**config.mk**
```make
export PLATFORM = sky130hd
export DESIGN_NAME = nbon_basis_map
export DESIGN_NICKNAME = d
export VERILOG_FILES = /design/src/hw/rtl/nbon_pkg.sv /design/src/hw/rtl/nbon_basis_map.sv
export SDC_FILE = /design/constraint.sdc
export NUM_CORES = 1
export LEC_CHECK = 0
export ABC_AREA = 1
export BUFFER_PORTS_ARGS = -buffer_cell sky130_fd_sc_hd__buf_2
export CAP_MARGIN = 30
export CORE_AREA = 2 2 469 471
export DETAILED_ROUTE_END_ITERATION = 8
export DIE_AREA = 0 0 471 473
export SYNTH_ARGS = -nofsm -noshare
export SYNTH_HDL_FRONTEND = slang
export SYNTH_SLANG_ARGS = --single-unit
```
**constraint.sdc**
```tcl
create_clock -name clk -period 18.8 [get_ports clk]
set_input_delay 3.76 -clock clk [delete_from_list [all_inputs] [get_ports clk]]
set_output_delay 3.76 -clock clk [all_outputs]
set_load 0.05 [all_outputs]
```
**src/hw/rtl/nbon_pkg.sv**
```systemverilog
// ----------------------------------------------------------------------------
// nbon_pkg
// shared types and constants for the normal basis orbit naming block
// ----------------------------------------------------------------------------
package nbon_pkg;

    localparam int FIELD_DEGREE_DEF = 131;
    localparam int RING_SIZE_DEF    = 263;

    // fixed layout of the coordinate and name words
    localparam int LANE_W    = 64;
    localparam int HIGH_W    = 3;
    localparam int WORD_BITS = 2 * LANE_W + HIGH_W;

    // width of the generator index register
    localparam int GEN_W = 8;

    typedef struct packed {
        logic [HIGH_W-1:0] coord_high;
        logic [LANE_W-1:0] coord_mid;
        logic [LANE_W-1:0] coord_low;
    } coord_word_t;

    typedef struct packed {
        logic [HIGH_W-1:0] name_high;
        logic [LANE_W-1:0] name_mid;
        logic [LANE_W-1:0] name_low;
    } name_word_t;

    // select width for one source coordinate, the source vector being at least a word wide
    function automatic int idx_width(input int m);
        int ew;
        ew = (m > WORD_BITS) ? m : WORD_BITS;
        return $clog2(ew);
    endfunction

endpackage

```
**src/hw/rtl/nbon_basis_map.sv**
```systemverilog
// ----------------------------------------------------------------------------
// nbon_basis_map
// generator register and the sequencer that rebuilds the coordinate select table
// ----------------------------------------------------------------------------
module nbon_basis_map #(
    parameter int FIELD_DEGREE = nbon_pkg::FIELD_DEGREE_DEF,
    parameter int RING_SIZE    = nbon_pkg::RING_SIZE_DEF,
    parameter int IDX_W        = nbon_pkg::idx_width(nbon_pkg::FIELD_DEGREE_DEF)
) (
    input  logic                                 clk,
    input  logic                                 rst_n,
    input  logic                                 cfg_we,
    input  logic [nbon_pkg::GEN_W-1:0]           cfg_wdata,
    output logic                                 busy,
    output logic [FIELD_DEGREE-1:0][IDX_W-1:0]   map_idx,
    output logic [FIELD_DEGREE-1:0]              map_hit
);
    import nbon_pkg::*;

    localparam int RW    = $clog2(RING_SIZE);
    localparam int SWEEP = GEN_W + FIELD_DEGREE;
    localparam int CNT_W = $clog2(SWEEP);
    localparam int KW    = (FIELD_DEGREE > 1) ? $clog2(FIELD_DEGREE) : 1;
    localparam int BW    = $clog2(GEN_W);

    logic [GEN_W-1:0] gen_reg;
    logic             sweep_reg;
    logic [CNT_W-1:0] cnt_reg;
    logic [RW-1:0]    e_reg;

    logic [CNT_W-1:0] cnt_next;
    logic [RW-1:0]    e_next;
    logic             in_bits;
    logic             bit_in;
    logic [RW:0]      dbl;
    logic [CNT_W-1:0] k_full;
    logic [KW-1:0]    k;
    logic [RW-1:0]    f;
    logic [RW-1:0]    f_m1;
    logic             f_hit;
    logic             wr_en;

    logic [FIELD_DEGREE-1:0][IDX_W-1:0] map_idx_reg;
    logic [FIELD_DEGREE-1:0]            map_hit_reg;

    always_comb
    begin
        // first the generator bits, msb first, to reduce it mod ring size
        in_bits = (cnt_reg < CNT_W'(GEN_W));
        bit_in  = in_bits & gen_reg[BW'(GEN_W - 1) - cnt_reg[BW-1:0]];
        dbl     = {e_reg, bit_in};
        if (dbl >= (RW+1)'(RING_SIZE))
        begin
            dbl = dbl - (RW+1)'(RING_SIZE);
        end
        e_next   = dbl[RW-1:0];
        cnt_next = cnt_reg + CNT_W'(1);

        // fold the ring position into a one-based basis element
        if (e_reg <= RW'(FIELD_DEGREE))
        begin
            f = e_reg;
        end
        else
        begin
            f = RW'(RING_SIZE) - e_reg;
        end
        f_hit  = (f != '0) && (f <= RW'(FIELD_DEGREE));
        f_m1   = f - RW'(1);
        k_full = cnt_reg - CNT_W'(GEN_W);
        k      = k_full[KW-1:0];
        wr_en  = sweep_reg & ~in_bits;
    end

    always_ff @(posedge clk or negedge rst_n)
    begin
        if (!rst_n)
        begin
            gen_reg   <= GEN_W'(1);
            sweep_reg <= 1'b1;
            cnt_reg   <= '0;
            e_reg     <= '0;
        end
        else if (cfg_we)
        begin
            gen_reg   <= cfg_wdata;
            sweep_reg <= 1'b1;
            cnt_reg   <= '0;
            e_reg     <= '0;
        end
        else if (sweep_reg)
        begin
            e_reg   <= e_next;
            cnt_reg <= cnt_next;
            if (cnt_reg == CNT_W'(SWEEP - 1))
            begin
                sweep_reg <= 1'b0;
            end
        end
    end

    always_ff @(posedge clk)
    begin
        if (wr_en)
        begin
            map_idx_reg[k] <= IDX_W'(f_m1);
            map_hit_reg[k] <= f_hit;
        end
    end

    assign busy    = sweep_reg | cfg_we;
    assign map_idx = map_idx_reg;
    assign map_hit = map_hit_reg;

endmodule

```
Word level (Yosys, flattened, before mapping)
Index checks and enable logic that the tools add are counted.
{ "word_totals": {"register_bits": 1205, "inputBits": 11, "out_inout_bits": 1180, "word_cells": 175} }
{ "op_classes": {"n_addsub": 6, "order_cmp": 7, "eq_ne": 1, "n_mux": 17, "n_bitwise": 4, "reduce_logical": 4} }
{ "op_table": {"columns": ["op", "count"], "rows": [
  ["$bwmux 1048", 1],
  ["$bwmux 131", 1],
  ["$demux 8 s8", 1],
  ["$mux 9", 4],
  ["$mux 8", 3],
  ["$le 9x8->1 const B", 2],
  ["$ge 10x9->1 const B", 1],
  ["$lt 8x9->1 const B", 1],
  ["$reduce_bool 9->1", 1],
  ["$sub 9x9->9 const A", 1],
  ["$sub 9x9->9 const B", 1],
  ["$add 8x1->8 const B", 1],
  ["$demux 1 s8", 1],
  ["$eq 8x8->1 const B", 1],
  ["$ge 8x1->1 const B", 1],
  ["$lt 8x4->1 const B", 1],
  ["$sub 8x1->8 const B", 1],
  ["$sub 8x4->8 const B", 1],
  ["$mux 1", 5],
  ["$lt 3x4->1 const B", 1],
  ["$bmux 1 s3", 1],
  ["$sub 3x3->3 const A", 1],
  ["$and 1x1->1", 2],
  ["$logic_and 1x1->1", 2],
  ["3 further kinds", 3]
]} }

Depth between registers and ports, before layout
Gate-level depths: netlist of run 1.
{ "logic_depth": {"word_depth": 8, "depth_mapped": 19, "mapped_depth_nobuf": 19} }

Least setup slack after synthesis of run 1
Ideal clock, no wire load.
{ "synth_timing": {"path_type": "input to output", "from": "input port cfg_we", "to": "output port busy", "arrival_time_ns": 4.404, "required_ns": 15.040, "path_slack_ns": 10.636, "path_stages": 2, "n_path_buf": 0, "cell_sequence": "nor2_1 -> clkinv_1"} }
{ "synth_between": {"elab_chain_cells": 1} }
{ "synth_rtl": {"columns": ["element", "line", "source"], "rows": [
  ["from (decl)", "nbon_basis_map.sv:12", "input logic cfg_we,"],
  ["$or 1x1->1", "nbon_basis_map.sv:111", "assign busy = sweep_reg | cfg_we;"],
  ["to (decl)", "nbon_basis_map.sv:14", "output logic busy,"]
]} }
No other way between the ends.

Worst setup path after layout of run 1
Ends and elaborated chain as after synthesis.

==> results by group, run 1 <==
Yosys
  – Post-synth top area share: between 90% and 100%
  – Ys flop type: edfxtp_1
  – Synthesized netlist cell count: approximately 1600
  – Seq cells post-synth: 1205
  – Cell Area, Synth: 0.0382 mm2
  – Synthesized area per cell: approximately 24 um2
  – Post-synthesis sequential area ratio: a little over nine tenths
  – Post-synthesis net count: between 1500 and 2000
  – Top post-synthesis cells by area: edfxtp_1 93%, nor2_1 1.6%, dfrtp_1 1.6%
  – Cell with the most instances after synthesis: edfxtp_1
  – EDFF count, synth: 1179
  – Synth unique cells: 40
  – YS warnings: 0
  – Cell taking the most area after synthesis: edfxtp_1
  – Most instantiated cells after synthesis: 1179 x edfxtp_1, 161 x nor2_1, 67 x nand2_1
  – Async S/R FF share, synth: roughly 2.2%

Setup path
  – CP Launch Type: input pin
  – CP endpoint kind: primary output
  – Crit path cell chain: buf_2, nor2_1, clkinv_1, buf_2
  – Top fanout value on the critical path: 22
  – WP data required: ~15000 ps
  – Most used cell, CP: buf_2
  – Critical path's largest stage delay: 410 ps
  – Slowest cell on the critical path: clkinv_1
  – Worst setup path class: input pin to primary output
  – Crit path DAT: roughly 5100 ps
  – Cell family with most CP delay: buffers and inverters
  – Crit path buf inv count: 3

CTS
  – Longest Clk Path Bufs: 3
  – Htree depth: 3
  – Clk slew on worst S/H paths: 60 ps
  – Root Buffer: clkbuf_16
  – CTS buffer count: 121
  – Post-CTS Hold Fix Bufs: 0
  – Resized cells post-CTS: 0
  – TritonCTS clock tree: done
  – Clk sinks: around 1200
  – Clock Latency Late Sink: approximately 780 ps
  – # Post-CTS Setup Buffers: 0

Die
  – Core Area: around 0.22 mm2
  – # IOs: ~1200
  – Full die area: roughly 0.22 mm2
  – FP Rows: between 150 and 200
  – Die X: between 400 and 500 um
  – Chip height: between 400 and 500 um
  – Initial Util: 17.5%

Layout
  – Register area: 0.0361 mm2
  – Multi-input logic area: ~0.002 mm2
  – Max FFs per register: 1048
  – Final Util: between 20% and 30%
  – Area Growth Syn to Fin: 37.8%
  – Share of cells above drive strength 1: between 40 and 50%
  – Nets: 3030
  – Post-Layout Inst Area: between 0.05 and 0.06 mm2
  – Fillers: about 22000

Place
  – Cell Area, Placed: 0.0485 mm2
  – DP Wirelength: between 90000 and 100000 um
  – IO buf count: between 1000 and 1500
  – RePlAce Congestion: 0.777

Power and ir drop
  – NetSw: about 2700 uW
  – LEAKAGE: between 0.015 and 0.02 uW
  – Logic pwr share: a little over a fifth
  – Switching share of total power: 32.8%
  – Clock power frac: between 20% and 30%
  – Sequential fraction of design power: 49.0%
  – Maximum vdd drop: 0.165 mV
  – Internal power: around 5500 uW
  – PwrDens: around 160 mW/mm2
  – Pwr Total: between 8000 and 9000 uW

Detailed routing
  – Pre-antenna DRT Iters: 5
  – Total wire length: approximately 140000 um
  – Vias/cell: 3.54
  – WL per Instance: 22.8 um
  – DRC violations left: 0
  – Vias: ~21000
  – Antenna Nets Post-Route: 0
  – Starting DRT DRC Count: ~1700

Timing
  – FMAX: approximately 0.11 GHz
  – Slew margin rel.: slightly below 30%
  – Worst Max-Slew Pin Slew: 1060 ps
  – Fin. max-slew vios: 0
  – Final Hold Viols: 0
  – Finish-stage setup viols: 0
  – Fin Hold WS: between 500 and 600 ps
  – Fin crit period: between 8000 and 9000 ps
  – Final Cycle Share: 47.1%
  – Total negative setup slack: 0 ps
  – RSZ-0062 raised after global routing: false
  – Clock skew: ~60 ps

Global route
  – Largest net degree at the start of global routing: between 70 and 80
  – First-pass GRT wire length: 178000 um
  – Antenna violations before repair: 24
  – Vias in the first global route: between 20000 and 25000
  – Global route total overflow: 0
  – GRT Util Overall: roughly an eighth

Run
  – Max-cap violations: 0

Worst hold path
  – Hold WC Path Type: flip-flop to flip-flop

Run status
  – Status: finished, final reports clean
[metrics by stage]
| stage | cells | worst slack, ps |
|---|---|---|
| 2_1_floorplan | 1621 | 10640 |
| 3_3_place_gp | 5729 | 9910 |
| 3_5_place_dp | 5751 | 9920 |
| 4_1_cts | 5976 | 9910 |
| 5_1_grt | 5983 | 9780 |
| 6_report | 5988 | 9950 |
[layout make-up]
cell class	instances	area share, %
Sequential cell	1205	68.6
Multi-Input combinational cell	356	3.77
Antenna cell	7	0.0333
Inverter	48	0.376
Clock inverter	85	1.70
Clock buffer	140	5.89
Timing Repair Buffer	1276	12.8
Tap cell	2871	6.83
[per-layer routing]
layer  global-route usage [%]  vias to the layer above  part of all wire (%)
met4                     5.37                        6                   3.8
met1                     13.2                    10700                    38
met2                     20.0                     1239                    50
li1                         -                     9033                     -
met3                     3.50                      215                   8.6
met5                        0                        -                 0.024
[worst paths after layout]
kind	startpoint	endpoint	cells past startpoint	slack, ps
max in group asynchronous	rst_n	cnt_reg[0]$_DFFE_PN0P_	1	15390
hold reg to reg	gen_reg[7]$_DFFE_PN0P_	gen_reg[7]$_DFFE_PN0P_	1	510
min in group asynchronous	rst_n	gen_reg[5]$_DFFE_PN0P_	1	2990
setup / recovery	cfg_we	busy	4	9950
hold / removal	gen_reg[7]$_DFFE_PN0P_	gen_reg[7]$_DFFE_PN0P_	1	510
setup reg to reg	e_reg[3]$_DFFE_PN0P_	map_idx[108]$_DFFE_PP_	16	14290
[power by group through the flow]
stage / Sequential [uW] / Clock, uW / Combinational, uW
2_1_floorplan: 4260 / 0 / 593
3_3_place_gp: 4110 / 0 / 1830
3_5_place_dp: 4100 / 0 / 1890
4_1_cts: 4050 / 2470 / 1890
5_1_grt: 4050 / 2570 / 1940
6_report: 4050 / 2410 / 1800
[cells by family (layout without fill, tap and decap cells)]
logic type / count (synthesis) / count (layout) / synth area share, %
flip-flops: 1205 / 1205 / 94.5
AND/OR/NAND/NOR: 292 / 292 / 3.49
buffers and inverters: 60 / 1549 / 0.653
AO/OA/AOI/OAI: 34 / 34 / 0.535
XOR/XNOR: 15 / 15 / 0.344
adder cells (fa/ha/maj): 11 / 11 / 0.361
multiplexers: 4 / 4 / 0.118
other: 0 / 7 / 0
[placed cells by master, fill, tap and decap left out, drive strengths merged, types with 12 or more instances in the layout]
| cell type | count |
|---|---|
| clkbuf | 140 |
| clkinv | 65 |
| xor2 | 12 |
| dfrtp | 24 |
| nand2 | 87 |
| o21ai | 14 |
| nand3 | 19 |
| inv | 52 |
| buf | 1276 |
| nor2 | 174 |
| edfxtp | 1179 |
Note: power is estimated with default switching activity, not from simulation.
==> run 2, diff against run 1 <==
ABC_AREA = 0   (was 1)
clock period = 7.7 ns   (was 18.8 ns; I/O delays follow)
==> results by group, run 2 <==
Place
  – RePlAce Congestion: between 0.8 and 0.9
  – IO buf count: approximately 1200
  – Cell Area, Placed: roughly 0.048 mm2
  – DP Wirelength: between 90000 and 100000 um

Detailed routing
  – WL per Instance: ~24 um
  – Starting DRT DRC Count: ~1900
  – DRC violations left: 0
  – Pre-antenna DRT Iters: 5
  – Vias/cell: between 3 and 4
  – Total wire length: approximately 140000 um
  – Vias: about 22000
  – Antenna Nets Post-Route: 0

Yosys
  – Post-synthesis sequential area ratio: approximately 94%
  – Most instantiated cells after synthesis: 1179 x edfxtp_1, 156 x nor2_1, 31 x nand2_1
  – Synthesized area per cell: 24.1 um2
  – Seq cells post-synth: roughly 1200
  – Top post-synthesis cells by area: edfxtp_1 93%, dfrtp_1 1.6%, nor2_1 1.5%
  – Post-synthesis net count: 1608
  – Cell taking the most area after synthesis: edfxtp_1
  – YS warnings: 0
  – Cell Area, Synth: between 0.03 and 0.04 mm2
  – Synth unique cells: between 50 and 60
  – Ys flop type: edfxtp_1
  – Synthesized netlist cell count: between 1500 and 2000
  – Cell with the most instances after synthesis: edfxtp_1
  – Async S/R FF share, synth: under 10%
  – EDFF count, synth: 1179
  – Post-synth top area share: ~93%

Die
  – FP Rows: roughly 170
  – Die X: between 400 and 500 um
  – Core Area: approximately 0.22 mm2
  – Initial Util: between 15 and 20%
  – Chip height: around 470 um
  – # IOs: ~1200
  – Full die area: approximately 0.22 mm2

CTS
  – Root Buffer: clkbuf_16
  – Htree depth: 3
  – Clk sinks: between 1000 and 1500
  – Resized cells post-CTS: 0
  – Longest Clk Path Bufs: 3
  – # Post-CTS Setup Buffers: 0
  – Clk slew on worst S/H paths: approximately 60 ps
  – Clock Latency Late Sink: between 700 and 800 ps
  – CTS buffer count: approximately 120
  – Post-CTS Hold Fix Bufs: 0
  – TritonCTS clock tree: done

Timing
  – Final Hold Viols: 0
  – FMAX: 0.230 GHz
  – Fin Hold WS: ~500 ps
  – Fin. max-slew vios: 0
  – Total negative setup slack: 0 ps
  – Slew margin rel.: 29.7%
  – Final Cycle Share: 56.5%
  – Fin crit period: around 4300 ps
  – Clock skew: around 110 ps
  – Finish-stage setup viols: 0
  – Worst Max-Slew Pin Slew: 1050 ps
  – RSZ-0062 raised after global routing: false

Global route
  – Global route total overflow: 0
  – First-pass GRT wire length: between 150000 and 200000 um
  – Largest net degree at the start of global routing: 96
  – GRT Util Overall: between 10% and 20%
  – Vias in the first global route: approximately 21000
  – Antenna violations before repair: 12

Setup path
  – Cell family with most CP delay: simple AND/OR/NAND/NOR gates
  – R2R Setup Slk: 3350 ps
  – Crit path to: map_hit[52]$_DFFE_PP_
  – WP depth: 9
  – Crit path DAT: approximately 4800 ps
  – Crit path launch: e_reg[3]$_DFFE_PN0P_
  – Worst setup path class: flip-flop to flip-flop
  – WP data required: between 8000 and 9000 ps
  – Top fanout value on the critical path: 88
  – CP Launch Type: flip-flop
  – CP endpoint kind: flip-flop
  – FF-to-FF Start: e_reg[3]$_DFFE_PN0P_
  – Slowest cell on the critical path: nor3_1
  – Crit path buf inv count: 2
  – Reg2Reg Depth: 9
  – Reg-to-Reg End: map_hit[52]$_DFFE_PP_
  – Crit path cell chain: inv_1, ha_1, a21boi_0, and4b_1, nor3_1, nand4_1, o221ai_1, o311a_4, buf_12
  – Critical path's largest stage delay: 670 ps

Layout
  – Fillers: 22400
  – Max FFs per register: approximately 1000
  – Nets: 2961
  – Commonest cells after routing, fill and taps aside: 1190 x buf_2, 1179 x edfxtp_1, 142 x nor2_1
  – Post-Layout Inst Area: roughly 0.053 mm2
  – Most common cell after layout, fill and taps aside: buf_2
  – Share of cells above drive strength 1: around half
  – Area Growth Syn to Fin: 37.5%

Run
  – Max-cap violations: 0

Worst hold path
  – Hold WC Path Type: flip-flop to flip-flop

Power and ir drop
  – Sequential fraction of design power: between 50% and 60%
  – Internal power: ~11000 uW
  – Switching share of total power: 23.7%
  – Maximum vdd drop: roughly 0.21 mV
  – Pwr Total: between 10000 and 15000 uW
  – Clock power frac: approximately 40%
  – NetSw: 3460 uW
  – Logic pwr share: just under 7%
  – PwrDens: ~280 mW/mm2
  – LEAKAGE: approximately 0.019 uW

Run status
  – Status: finished, final reports clean
[run 2: cell type report]
cell class                 instances  area [um2]  share of cell area (%)
clock buffer                     145        3120                    5.94
multi-input combinational        337        2100                    3.99
antenna                            8        20.0                  0.0381
inverter                          14        57.6                   0.110
timing repair buffer            1260        6690                    12.7
tap                             2871        3590                    6.84
sequential                      1205       36100                    68.7
clock inverter                    79         876                    1.67
[run 2: stage by stage]
step | setup slack [ps] | std cells | utilization, %
after global placement | 3290 | 5661 | 22.1
after floorplan | 24.3 | 1586 | -
after detailed placement | 3260 | 5679 | 22.2
after global routing | 3080 | 5914 | 24.1
final | 3350 | 5919 | 24.1
after CTS | 3230 | 5903 | 24.0
[run 2: how the worst min path moves through the flow]
stage,end,slack (ps),depth (start not counted),start
4_1_cts,gen_reg[1]$_DFFE_PN0P_,520,1,gen_reg[1]$_DFFE_PN0P_
2_1_floorplan,gen_reg[2]$_DFFE_PN0P_,470,1,gen_reg[2]$_DFFE_PN0P_
6_report,gen_reg[1]$_DFFE_PN0P_,510,1,gen_reg[1]$_DFFE_PN0P_
5_1_grt,gen_reg[5]$_DFFE_PN0P_,530,1,gen_reg[5]$_DFFE_PN0P_
3_3_place_gp,gen_reg[6]$_DFFE_PN0P_,490,1,gen_reg[6]$_DFFE_PN0P_
3_5_place_dp,gen_reg[2]$_DFFE_PN0P_,500,1,gen_reg[2]$_DFFE_PN0P_
[run 2: cell families after synthesis]
kind of cell | after synthesis | share of synthesized area [%]
buffers and inverters | 44 | 0.485
AOI/OAI and AO/OA | 45 | 0.855
DFF | 1205 | 94.4
muxes | 20 | 0.593
and+or+nand+nor | 243 | 2.85
xor gates and xnor gates | 18 | 0.413
adders and majority gates | 11 | 0.360
[run 2: power groups by stage]
stage	Combinational (uW)	Sequential [uW]	Clock (uW)
floorplan	329	7950	0
global placement	1050	7860	0
detailed placement	1050	7860	0
CTS	1040	7720	6030
global route	1070	7720	6270
finish	990	7730	5900
[run 2: per-layer routing]
metal,global-route usage [%],vias up,part of all wire (%)
li1,-,8954,-
met1,14.1,11100,38
met2,20.6,1407,50
met3,3.91,191,9.6
met4,3.39,2,2.3
met5,0,-,0.013
