[config.mk]
export PLATFORM = sky130hd
export DESIGN_NAME = nbon_rot_stage
export DESIGN_NICKNAME = d
export VERILOG_FILES = /design/src/hw/rtl/nbon_pkg.sv /design/src/hw/rtl/nbon_rot_stage.sv
export SDC_FILE = /design/constraint.sdc
export NUM_CORES = 1
export LEC_CHECK = 0
export BUFFER_PORTS_ARGS = -buffer_cell sky130_fd_sc_hd__buf_2
export CELL_PAD_IN_SITES_DETAIL_PLACEMENT = 0
export CELL_PAD_IN_SITES_GLOBAL_PLACEMENT = 1
export CORE_ASPECT_RATIO = 0.5
export CORE_UTILIZATION = 32
export CTS_BUF_LIST = sky130_fd_sc_hd__clkbuf_8
export DETAILED_ROUTE_END_ITERATION = 8
export PLACE_DENSITY_LB_ADDON = 0.1
export SYNTH_ARGS = -nofsm -noshare
export SYNTH_HDL_FRONTEND = slang
export SYNTH_SLANG_ARGS = --single-unit
[constraint.sdc]
create_clock -name clk -period 0.8 [get_ports clk]
set_input_delay 0.08 -clock clk [delete_from_list [all_inputs] [get_ports clk]]
set_output_delay 0.08 -clock clk [all_outputs]
set_load 0.02 [all_outputs]
[src/hw/rtl/nbon_pkg.sv]
// ----------------------------------------------------------------------------
// nbon_pkg
// shared types and constants for the normal basis orbit naming block
// ----------------------------------------------------------------------------
package nbon_pkg;

    localparam int FIELD_DEGREE_DEF = 131;
    localparam int RING_SIZE_DEF    = 263;

    // fixed layout of the coordinate and name words
    localparam int LANE_W    = 64;
    localparam int HIGH_W    = 3;
    localparam int WORD_BITS = 2 * LANE_W + HIGH_W;

    // width of the generator index register
    localparam int GEN_W = 8;

    typedef struct packed {
        logic [HIGH_W-1:0] coord_high;
        logic [LANE_W-1:0] coord_mid;
        logic [LANE_W-1:0] coord_low;
    } coord_word_t;

    typedef struct packed {
        logic [HIGH_W-1:0] name_high;
        logic [LANE_W-1:0] name_mid;
        logic [LANE_W-1:0] name_low;
    } name_word_t;

    // select width for one source coordinate, the source vector being at least a word wide
    function automatic int idx_width(input int m);
        int ew;
        ew = (m > WORD_BITS) ? m : WORD_BITS;
        return $clog2(ew);
    endfunction

endpackage

[src/hw/rtl/nbon_rot_stage.sv]
// ----------------------------------------------------------------------------
// nbon_rot_stage
// one rotation step: rotate left by one and keep the smaller of rotation and best
// ----------------------------------------------------------------------------
module nbon_rot_stage #(
    parameter int FIELD_DEGREE = nbon_pkg::FIELD_DEGREE_DEF
) (
    input  logic                    clk,
    input  logic                    rst_n,
    input  logic                    valid_in,
    input  logic [FIELD_DEGREE-1:0] cur_in,
    input  logic [FIELD_DEGREE-1:0] best_in,
    output logic                    valid_out,
    output logic [FIELD_DEGREE-1:0] cur_out,
    output logic [FIELD_DEGREE-1:0] best_out
);
    logic                    valid_reg;
    logic [FIELD_DEGREE-1:0] cur_reg;
    logic [FIELD_DEGREE-1:0] best_reg;

    logic [FIELD_DEGREE-1:0] cur_next;
    logic [FIELD_DEGREE-1:0] best_next;

    always_comb
    begin
        cur_next  = {cur_in[FIELD_DEGREE-2:0], cur_in[FIELD_DEGREE-1]};
        best_next = (cur_next < best_in) ? cur_next : best_in;
    end

    always_ff @(posedge clk or negedge rst_n)
    begin
        if (!rst_n)
        begin
            valid_reg <= 1'b0;
        end
        else
        begin
            valid_reg <= valid_in;
        end
    end

    always_ff @(posedge clk)
    begin
        cur_reg  <= cur_next;
        best_reg <= best_next;
    end

    assign valid_out = valid_reg;
    assign cur_out   = cur_reg;
    assign best_out  = best_reg;

endmodule

; After elaboration in Yosys (flattened, before gate mapping)
; Index checks and enable logic that the tools add are counted.
[totals]
reg_bits = 263
out_inout_bits = 263
wordCells = 5
[op_classes]
magnitude_cmp = 1
muxes = 1
[op_table]
columns = op, n
row1 = $lt A131 B131 Y1, 1
row2 = $mux W131, 1

; Logic depth before layout (Yosys ltp)
; Gate-level depths: netlist (run 1).
[depth]
depth_word = 2
ltp_mapped = 12
mapped_depth_nobuf = 10

; Least setup slack after synthesis (run 1)
; Ideal clock, no wire load.
[synth_timing]
path_kind = input -> register
start = input port best_in[60]
end = register best_reg[120], in the netlist best_out[120]
setup_time_ps = 139
t_arrival_ps = 2267
slack_ps = -1606
cell_stages = 11
n_path_buf = 2
path_cell_list = inv_1 -> ha_1 -> a21o_1 -> a221o_1 -> a221oi_1 -> o21ai_1 -> or3_4 -> a31oi_4 -> buf_8 -> buf_12 -> o22ai_2
[synth_between]
elab_chain_len = 2
[synth_rtl]
columns = item, line
row1 = from (decl), nbon_rot_stage.sv:12  ; input logic [FIELD_DEGREE-1:0] best_in,
row2 = $lt A131 B131 Y1, nbon_rot_stage.sv:27  ; best_next = (cur_next < best_in) ? cur_next : best_in;
row3 = $mux W131, nbon_rot_stage.sv:27
row4 = named net best_next[120], nbon_rot_stage.sv:22  ; logic [FIELD_DEGREE-1:0] best_next;
row5 = to (signal assigned), nbon_rot_stage.sv:45  ; best_reg <= best_next;
row6 = to (decl), nbon_rot_stage.sv:19  ; logic [FIELD_DEGREE-1:0] best_reg;
; The timed path passes the listed nets, and every way through them passes these cells.

; Final worst setup path (run 1)
[layout_timing]
start = input port best_in[62]
end = register best_reg[119], in the netlist best_out[119]
; The elaborated chain is that of the path after synthesis.

==> out/metrics.csv, run 1 <==
metric,value,unit
Die Footprint,36400,um2
delay of the slowest cell on the worst path,370,ps
row count,48,
placed inst area,16000,um2
Final Hold Fails,0,
final net count,2595,
failing checks,negative setup slack,
CP Launch Type,primary input,
largest net degree at the start of global routing,37,
Yosys warnings,0,
Clock Pin Slew Worst Setup and Hold Paths,70,ps
GR Util All Layers,25.2,%
Die H,135,um
gr ovfl total,0,
"Seq/Total Area, Yosys",46.3,%
metal2 WL,27000,um
DR vias,12900,
Final Max Slew Viols,0,
I/O Buffers,527,
Final setup viols,394,
TritonCTS clock tree,built,
Slowest cell on crit path,or3_4,
Core Box Area,34800,um2
Num Clock Sinks,263,
Slew @ Worst Pin,518,ps
Netlist cell types,41,
post-route antenna net violation count,0,
status,"complete, but fails checks",
CTS Buffer Depth,3,
Area Growth Syn to Fin,102,%
RSZ-0062 raised after global routing,true,
Slew HR,65.1,%
worst min path class,primary input to flip-flop,
Inserted Clock Buffers,43,
die width,269,um
initial antenna violation count,6,
cell mode on critical path,buf_12,
DR top layer,met4,
"most common cell after layout, fill and taps aside",nand2_1,
crit-path max FO,8,
final setup margin,-1270,ps
Worst EP required,1250,ps
H-tree levels,2,
final WL,52200,um
Iter 0 DRT Violations,517,
Post-route DRC,0,
Final period util,258,%
WL met3,2520,um
final instance area,23000,um2
WS Path Type,primary input to flip-flop,
layout cells sized above 1,55.4,%
Setup TNS,-232830,ps
Synth Net Count,1592,
Top Ports,528,
GP Congestion,0.840,
max-cap viol count,0,
HPWL after DPL,32100,um
P_leak,11.1,nW
"commonest cells after routing, fill and taps aside","nand2_1 (298), buf_6 (284), dlygate4sd3_1 (265), dfxtp_2 (255), buf_2 (248)",
number of synthesized register bits,263,
Cells after Synth,1197,
synthesized cell area,11400,um2
power per standard cell area,1810,nW/um2
FMAX,484,MHz
WL/cell,19.3,um
fin crit period,2070,ps
Metal-1 WL,20600,um
global-route wire length before repair,70800,um
Via density,4.75,
Max VDD drop,1.16,mV
iteration count of the initial detailed-routing pass,5,
CP Capture Type,flip-flop,
crit-path cells,buf_12 -> inv_12 -> ha_4 -> and2_4 -> a221o_1 -> a221oi_2 -> o21ai_2 -> or3_4 -> a31oi_4 -> buf_6 -> buf_12 -> buf_16 -> o22ai_2,
vias in the first global route,13300,
Worst EP arrival,2510,ps
"Avg Cell Area, Syn",9.52,um2
buffers and inverters on the worst path,5,
Root Buffer,clkbuf_8,
starting density of the core,32.8,%
"Largest delay share family, worst path",compound AO/OA/AOI/OAI gates,
==> final timing paths <==
| check | start | end | slack (ps) | depth (start not counted) |
|---|---|---|---|---|
| max in group asynchronous | rst_n | valid_out | 360 | 3 |
| min in group asynchronous | rst_n | valid_out | 340 | 3 |
| min | valid_in | valid_out | 170 | 2 |
| max | best_in[62] | best_out[119] | -1270 | 13 |
==> cells by family after synthesis <==
kind of cell | synth area share (%)
AOI/OAI and AO/OA | 17.9
adders and majority gates | 14.3
buffers and inverters | 7.79
DFF | 46.3
and+or+nand+nor | 13.7
==> power breakdown <==
group | leakage (nW) | switching, mW | total, mW | internal (mW)
Clock | 0.486 | 5.90 | 12.6 | 6.73
Sequential | 2.24 | 0.669 | 15.3 | 14.6
Combinational | 8.37 | 6.50 | 13.7 | 7.17
Total | 11.1 | 13.1 | 41.6 | 28.5
==> repair_timing <==
item / CTS / global route
buffers inserted: 4 / 11
endpoints found under the setup margin: 394 / 394
cloned: 6 / 19
hold endpoints to repair: 264 / 0
gates resized for setup: 106 / 862
pin swaps: 11 / 46
hold buffers: 265 / 0
==> stage by stage <==
stage	cells	power [mW]	util (%)	hold slack (ps)	worst slack, ps
after floorplan	1197	20.4	-	-216	-1420
after global placement	2325	24.5	45.9	-145	-1920
after detailed placement	2325	24.6	45.9	-143	-1960
after CTS	2673	38.9	58.1	126	-1180
after global routing	2709	43.4	66.1	129	-1330
final	2709	41.6	66.1	165	-1270
==> sequential cells by signal, summed over array words and instances, names as in the netlist <==
name / count
best_out: 131
valid_out: 1
cur_out: 131
==> Yosys cell counts <==
| master | number | area share (%) |
|---|---|---|
| or3_4 | 1 | 0.099 |
| a31oi_4 | 1 | 0.19 |
| nand2b_1 | 3 | 0.16 |
| or3_1 | 1 | 0.055 |
| buf_12 | 9 | 1.6 |
| a21o_1 | 12 | 0.79 |
| o221ai_1 | 2 | 0.15 |
| buf_8 | 1 | 0.13 |
| nor4_1 | 5 | 0.27 |
| nor2b_1 | 1 | 0.055 |
| a22oi_1 | 1 | 0.066 |
| and2_0 | 2 | 0.11 |
| inv_1 | 134 | 4.4 |
| a221oi_1 | 6 | 0.46 |
| a21oi_1 | 53 | 2.3 |
| and4_1 | 6 | 0.46 |
| o22ai_1 | 41 | 2.3 |
| o21ai_1 | 2 | 0.088 |
| a211oi_2 | 1 | 0.11 |
| o22ai_2 | 90 | 9.9 |
| o211a_1 | 1 | 0.088 |
| nor3_1 | 9 | 0.40 |
| dfxtp_1 | 262 | 46 |
| a31oi_1 | 1 | 0.055 |
| buf_2 | 13 | 0.57 |
| nand2_1 | 301 | 9.9 |
| o21a_1 | 1 | 0.066 |
| clkbuf_1 | 33 | 1.1 |
| ha_1 | 130 | 14 |
| nand4_1 | 22 | 1.2 |
| a221o_1 | 3 | 0.26 |
| o21ai_0 | 21 | 0.92 |
| nand3_1 | 10 | 0.44 |
| nor2_1 | 11 | 0.36 |
| and2_1 | 1 | 0.055 |
| nor3_2 | 1 | 0.088 |
| dfrtp_1 | 1 | 0.22 |
| nand3b_1 | 1 | 0.066 |
| o21ba_2 | 1 | 0.088 |
| a211oi_1 | 1 | 0.066 |
| o211ai_1 | 1 | 0.066 |
==> per-layer routing <==
metal | up-vias | track usage [%]
li1 | 6130 | -
met1 | 6191 | 28.2
met2 | 400 | 46.1
met3 | 149 | 4.98
met4 | 0 | 11.5
met5 | - | 0
==> area by class of cell <==
type	instances	area [um2]
fill	2739	11800
timing repair buffer	1013	9570
multi-input combinational	745	5800
antenna	6	15.0
inverter	134	528
clock inverter	19	145
clock buffer	54	743
tap	475	594
sequential	263	5590
Power figures use the tool's default switching activity.
==> run 2: changes to the inputs <==
--- a/config.mk
+++ b/config.mk
@@ -8,10 +8,10 @@
 export BUFFER_PORTS_ARGS = -buffer_cell sky130_fd_sc_hd__buf_2
 export CELL_PAD_IN_SITES_DETAIL_PLACEMENT = 0
 export CELL_PAD_IN_SITES_GLOBAL_PLACEMENT = 1
-export CORE_ASPECT_RATIO = 0.5
-export CORE_UTILIZATION = 32
+export CORE_AREA = 2 2 204 206
 export CTS_BUF_LIST = sky130_fd_sc_hd__clkbuf_8
 export DETAILED_ROUTE_END_ITERATION = 8
+export DIE_AREA = 0 0 206 208
 export PLACE_DENSITY_LB_ADDON = 0.1
 export SYNTH_ARGS = -nofsm -noshare
 export SYNTH_HDL_FRONTEND = slang
==> constraint.sdc (replaced) <==
create_clock -name clk -period 2.65 [get_ports clk]
set_input_delay 0.265 -clock clk [delete_from_list [all_inputs] [get_ports clk]]
set_output_delay 0.265 -clock clk [all_outputs]
set_load 0.02 [all_outputs]
==> run 2 against run 1 <==
  * The flow now finishes without violations
  * Via count is 4.6% lower
  * Sequential cell count did not move
  * Design area fell by 14%
  * Largest power group unchanged
  * Sequential share of layout area grew 2.5 points
  * Routed wire length is 4.0% lower
  * Global-route usage fell by 2.9 points
  * First-iteration DRC count fell by 26%
  * Worst hold slack lost 110 ps
  * Critical path depth is 2 higher
  * Non-clock buffer count decreased by 52
  * Final cell count rose by 0.66%
==> out/metrics.csv, run 2 (synthesis gave the netlist of run 1 again) <==
metric,value,unit,change
Final Hold Fails,0,,unchanged
GP Congestion,0.798,,-5.1%
DR top layer,met5,,
gr ovfl total,0,,unchanged
power per standard cell area,593,nW/um2,-67%
largest net degree at the start of global routing,53,,+43%
Iter 0 DRT Violations,383,,-26%
global-route wire length before repair,72600,um,+2.5%
WL met3,3910,um,+55%
H-tree levels,2,,unchanged
Final period util,97.2,%,
Slowest cell on crit path,dlygate4sd3_1,,
Metal-1 WL,20000,um,-3.0%
HPWL after DPL,35000,um,+9.2%
Via density,4.50,,-5.2%
crit-path cells,dlygate4sd3_1 -> buf_2 -> inv_1 -> ha_4 -> a21oi_2 -> o21ai_0 -> a221oi_2 -> a21oi_2 -> buf_4 -> a211oi_4 -> nand2_2 -> a31oi_4 -> buf_12 -> clkbuf_16 -> o22ai_1,,
vias in the first global route,12700,,-4.2%
crit-path max FO,8,,unchanged
Final Max Slew Viols,0,,unchanged
TritonCTS clock tree,built,,
Inserted Clock Buffers,48,,+12%
fin crit period,2580,ps,
Slew HR,59.8,%,-5.3 points
metal2 WL,24700,um,-8.4%
status,finished clean,,
CP Capture Type,flip-flop,,
die width,206,um,-23%
placed insts,2359,,+1.5%
final instance area,19700,um2,-14%
initial antenna violation count,14,,+8
buffers and inverters on the worst path,6,,+1
Worst EP arrival,3060,ps,+550 ps
Critical Path Source,best_in[124],,
total power,11.7,mW,-72%
P_leak,10.1,nW,-8.8%
cell mode on critical path,a21oi_2,,
Die Footprint,42800,um2,+18%
CTS Buffer Depth,3,,unchanged
Slew @ Worst Pin,598,ps,+79.3 ps
Max VDD drop,0.336,mV,-71%
WS Path Type,primary input to flip-flop,,
row count,74,,+54%
delay of the slowest cell on the worst path,560,ps,+190 ps
WP depth,15,,+2
worst min path class,primary input to flip-flop,,
placed inst area,15700,um2,-1.4%
Layout Utilization,48.5,%,-18 points
FF+latch area,5270,um2,-5.8%
Post-route DRC,0,,unchanged
Top Ports,528,,unchanged
final net count,2547,,-1.8%
layout cells sized above 1,40.0,%,-15 points
FMAX,388,MHz,
WL/cell,18.4,um,-4.6%
starting density of the core,28.1,%,-4.7 points
Setup crit end,best_out[8],,
"most common cell after layout, fill and taps aside",buf_2,,
DR vias,12300,,-4.6%
Core Box Area,40600,um2,+17%
I/O Buffers,527,,unchanged
# fillers,4034,,+47%
Final setup viols,0,,-100%
Area Growth Syn to Fin,72.6,%,
post-route antenna net violation count,0,,unchanged
Die H,208,um,+54%
Multi-input gate area,5310,um2,-8.5%
iteration count of the initial detailed-routing pass,4,,-1
Worst EP required,3130,ps,+1880 ps
fin cells,2727,,+0.66%
max-cap viol count,0,,unchanged
Num Clock Sinks,263,,unchanged
GR Util All Layers,22.3,%,-2.9 points
CP Launch Type,primary input,,
"commonest cells after routing, fill and taps aside","buf_2 (527), nand2_1 (299), dfxtp_1 (262), dlygate4sd3_1 (262), inv_1 (150)",,
Root Buffer,clkbuf_8,,
final WL,50100,um,-4.0%
"Largest delay share family, worst path",buffers and inverters,,
Clock Pin Slew Worst Setup and Hold Paths,60,ps,about the same
[run 2: changes by cell type in the layout (fill, tap and decap cells not counted), moves of 19 or more]
cell,before,now
buf_6,284,6
dfxtp_1,6,262
dfxtp_2,255,0
buf_2,248,527
inv_1,131,150
buf_4,158,139
[run 2: where the power goes]
group / switching [mW] / internal (mW) / total [mW]
Combinational: 1.84 / 1.51 / 3.35
Clock: 1.78 / 2.08 / 3.86
Sequential: 0.106 / 4.34 / 4.45
[run 2: how the worst min path moves through the flow]
stage                      startpoint           end  slack [ps]  cells after the start
after floorplan                 rst_n     valid_out         -30                      0
after global placement          rst_n     valid_out          40                      1
after detailed placement        rst_n     valid_out          40                      1
after CTS                 best_in[13]  best_out[13]           4                      4
after global routing      best_in[13]  best_out[13]          40                      4
final                     best_in[13]  best_out[13]          60                      4
[run 2: stage by stage]
stage,setup TNS (ps),setup slack [ps],hold WS [ps]
floorplan,0,59.4,-30.6
global placement,-50530,-418,39.4
detailed placement,-54690,-449,41.6
CTS,0,6.63,4.43
global route,-326,-20.6,38.1
finish,0,73.9,57.2
[run 2: layout make-up]
cell class | count | area share, %
clock inverter | 22 | 0.458
clock buffer | 62 | 4.34
sequential | 263 | 26.8
antenna | 9 | 0.115
timing repair buffer | 961 | 35.3
multi-input combinational | 744 | 27.0
tap | 532 | 3.39
inverter | 134 | 2.56
[run 2: timing repair]
| item | CTS | global route |
|---|---|---|
| gates resized for setup | 0 | 26 |
| endpoints found under the setup margin | 0 | 131 |
| setup buffers | 0 | 3 |
| hold endpoints to repair | 261 | 0 |
| hold buffers | 262 | 0 |
[run 2: worst min-delay path, stage by stage]
cell and delay [ps]:
buf_2 100, buf_4 100, nand2_1 40, o22ai_1 110
[run 2: per-layer routing]
metal / up-vias / GRT usage [%]
li1: 6019 / -
met1: 5743 / 25.0
met2: 411 / 39.1
met3: 95 / 7.27
met4: 10 / 8.08
met5: - / 0
==> run 3: changes to the inputs <==
--- a/config.mk
+++ b/config.mk
@@ -8,10 +8,10 @@
 export BUFFER_PORTS_ARGS = -buffer_cell sky130_fd_sc_hd__buf_2
 export CELL_PAD_IN_SITES_DETAIL_PLACEMENT = 0
 export CELL_PAD_IN_SITES_GLOBAL_PLACEMENT = 1
-export CORE_AREA = 2 2 204 206
+export CORE_ASPECT_RATIO = 0.5
+export CORE_UTILIZATION = 32
 export CTS_BUF_LIST = sky130_fd_sc_hd__clkbuf_8
 export DETAILED_ROUTE_END_ITERATION = 8
-export DIE_AREA = 0 0 206 208
 export PLACE_DENSITY_LB_ADDON = 0.1
 export SYNTH_ARGS = -nofsm -noshare
 export SYNTH_HDL_FRONTEND = slang
==> constraint.sdc (replaced) <==
create_clock -name clk -period 2.3 [get_ports clk]
set_input_delay 0.23 -clock clk [delete_from_list [all_inputs] [get_ports clk]]
set_output_delay 0.23 -clock clk [all_outputs]
set_load 0.02 [all_outputs]
==> run 3 against run 2 <==
  * Utilization is 8.4 points higher
  * Critical path depth did not move
  * Critical path type unchanged
  * First-iteration DRC count is 11% higher
  * Sequential power is 15% higher
  * Sequential share of layout area down 0.16 points
  * Final cell count down 2.1%
  * Global-route usage up 1.5 points
==> out/metrics.csv, run 3 (synthesis gave the netlist of run 1 again) <==
metric,value,unit,change
WL/cell,17.3,um,-6.2%
gr ovfl total,0,,unchanged
Final Max Slew Viols,0,,unchanged
starting density of the core,32.8,%,+4.7 points
power per standard cell area,665,nW/um2,+12%
"commonest cells after routing, fill and taps aside","buf_2 (524), nand2_1 (299), dfxtp_1 (262), dlygate4sd3_1 (255), buf_4 (161)",,
P_leak,10.2,nW,+0.38%
placed insts,2326,,-1.4%
metal2 WL,24000,um,-2.9%
max-cap viol count,0,,unchanged
CP Capture Type,flip-flop,,
Worst EP arrival,2690,ps,-370 ps
FMAX,447,MHz,
die width,269,um,+31%
Area Growth Syn to Fin,73.6,%,
Clock Pin Slew Worst Setup and Hold Paths,70,ps,about the same
Worst EP required,2750,ps,-380 ps
Core Box Area,34800,um2,-14%
WL met3,2190,um,-44%
DR top layer,met4,,
final net count,2557,,+0.39%
fin crit period,2240,ps,
HPWL after DPL,31700,um,-9.3%
GR Util All Layers,23.8,%,+1.5 points
Critical Path Source,best_in[110],,
Inserted Clock Buffers,42,,-13%
status,finished clean,,
global-route wire length before repair,67300,um,-7.3%
final setup margin,63.3,ps,-10.6 ps
Final setup viols,0,,unchanged
pre-CTS setup slack,-693,ps,-244 ps
Slew HR,64.2,%,+4.4 points
GP Congestion,0.884,,+11%
Final period util,97.2,%,
Die H,135,um,-35%
"most common cell after layout, fill and taps aside",buf_2,,
Via density,4.58,,+1.7%
RSZ-0062 raised after global routing,true,,
crit-path max FO,7,,-1
CTS Buffer Depth,3,,unchanged
vias in the first global route,12700,,-0.39%
CP Launch Type,primary input,,
Metal-1 WL,18400,um,-7.7%
delay of the slowest cell on the worst path,320,ps,-240 ps
worst min path class,primary input to flip-flop,,
DR vias,12200,,-0.42%
Setup crit end,best_out[112],,
Die Footprint,36400,um2,-15%
final WL,46100,um,-8.1%
Root Buffer,clkbuf_8,,
total power,13.2,mW,+13%
layout cells sized above 1,41.7,%,+1.7 points
row count,48,,-35%
initial antenna violation count,5,,-9
Iter 0 DRT Violations,426,,+11%
crit-path cells,buf_2 -> inv_1 -> ha_1 -> a21oi_1 -> o21ai_1 -> a221oi_2 -> buf_4 -> o221ai_2 -> a211oi_4 -> nand2_2 -> a31oi_4 -> buf_6 -> clkbuf_16 -> buf_12 -> o22ai_2,,
H-tree levels,2,,unchanged
Slew @ Worst Pin,532,ps,-65.4 ps
post-route antenna net violation count,0,,unchanged
iteration count of the initial detailed-routing pass,5,,+1
Final Hold Fails,0,,unchanged
I/O Buffers,527,,unchanged
Top Ports,528,,unchanged
Slowest cell on crit path,a211oi_4,,
fin cells,2671,,-2.1%
largest net degree at the start of global routing,49,,-7.5%
Post-route DRC,0,,unchanged
WS Path Type,primary input to flip-flop,,
TritonCTS clock tree,built,,
Max VDD drop,0.358,mV,+6.6%
Layout Utilization,56.9,%,+8.4 points
Num Clock Sinks,263,,unchanged
-- run 3: repair_timing --
item | in CTS | in global routing
hold buffers | 255 | 0
gates cloned | 0 | 4
endpoints found under the setup margin | 116 | 131
gates resized for setup | 5 | 35
pin swaps | 2 | 18
hold endpoints to repair | 254 | 0
buffers inserted | 0 | 9
-- run 3: worst min-delay path by stage --
| stage | depth (start not counted) | endpoint | slack [ps] | startpoint |
|---|---|---|---|---|
| 4_1_cts | 4 | best_out[18] | 0.4 | best_in[18] |
| 3_5_place_dp | 1 | valid_out | 8 | rst_n |
| 3_3_place_gp | 1 | valid_out | 6 | rst_n |
| 2_1_floorplan | 0 | valid_out | -70 | rst_n |
| 5_1_grt | 4 | best_out[12] | 8 | best_in[12] |
| 6_report | 4 | best_out[53] | 40 | best_in[53] |
-- run 3: layout make-up --
class / instances / area (um2)
well taps: 475 / 594
diodes: 5 / 12.5
clock buffers: 56 / 771
repair buffers: 977 / 7090
multi-input cells: 744 / 5450
flip-flops and latches: 263 / 5270
inverters: 134 / 520
clock inverters: 17 / 78.8
fillers: 3193 / 15000
-- run 3: power breakdown --
| group | internal (mW) | leakage (nW) | switching (mW) |
|---|---|---|---|
| Clock | 2.17 | 0.481 | 2.02 |
| Sequential | 5.00 | 2.22 | 0.117 |
| Combinational | 1.77 | 7.46 | 2.09 |
| Total | 8.94 | 10.2 | 4.22 |
-- run 3: per-stage QoR --
| step | area, um2 | setup TNS [ps] | hold slack (ps) |
|---|---|---|---|
| floorplan | 11500 | -4910 | -65.6 |
| global placement | 16000 | -86650 | 5.76 |
| detailed placement | 16000 | -85390 | 7.53 |
| CTS | 19400 | 0 | 0.405 |
| global route | 19800 | -200 | 8.16 |
| finish | 19800 | 0 | 39.6 |
-- run 3: worst max-delay path: cells and delay by family --
kind | cells | cell delay [ps]
fa+ha+maj | 1 | 300
simple gates | 1 | 110
compound gates | 7 | 1310
buf+inv | 6 | 720
-- run 3: layer usage --
layer / GRT usage, % / vias to the layer above
met1: 26.5 / 5803
met5: 0 / -
met4: 9.34 / 0
li1: - / 6019
met2: 44.3 / 307
met3: 4.98 / 98
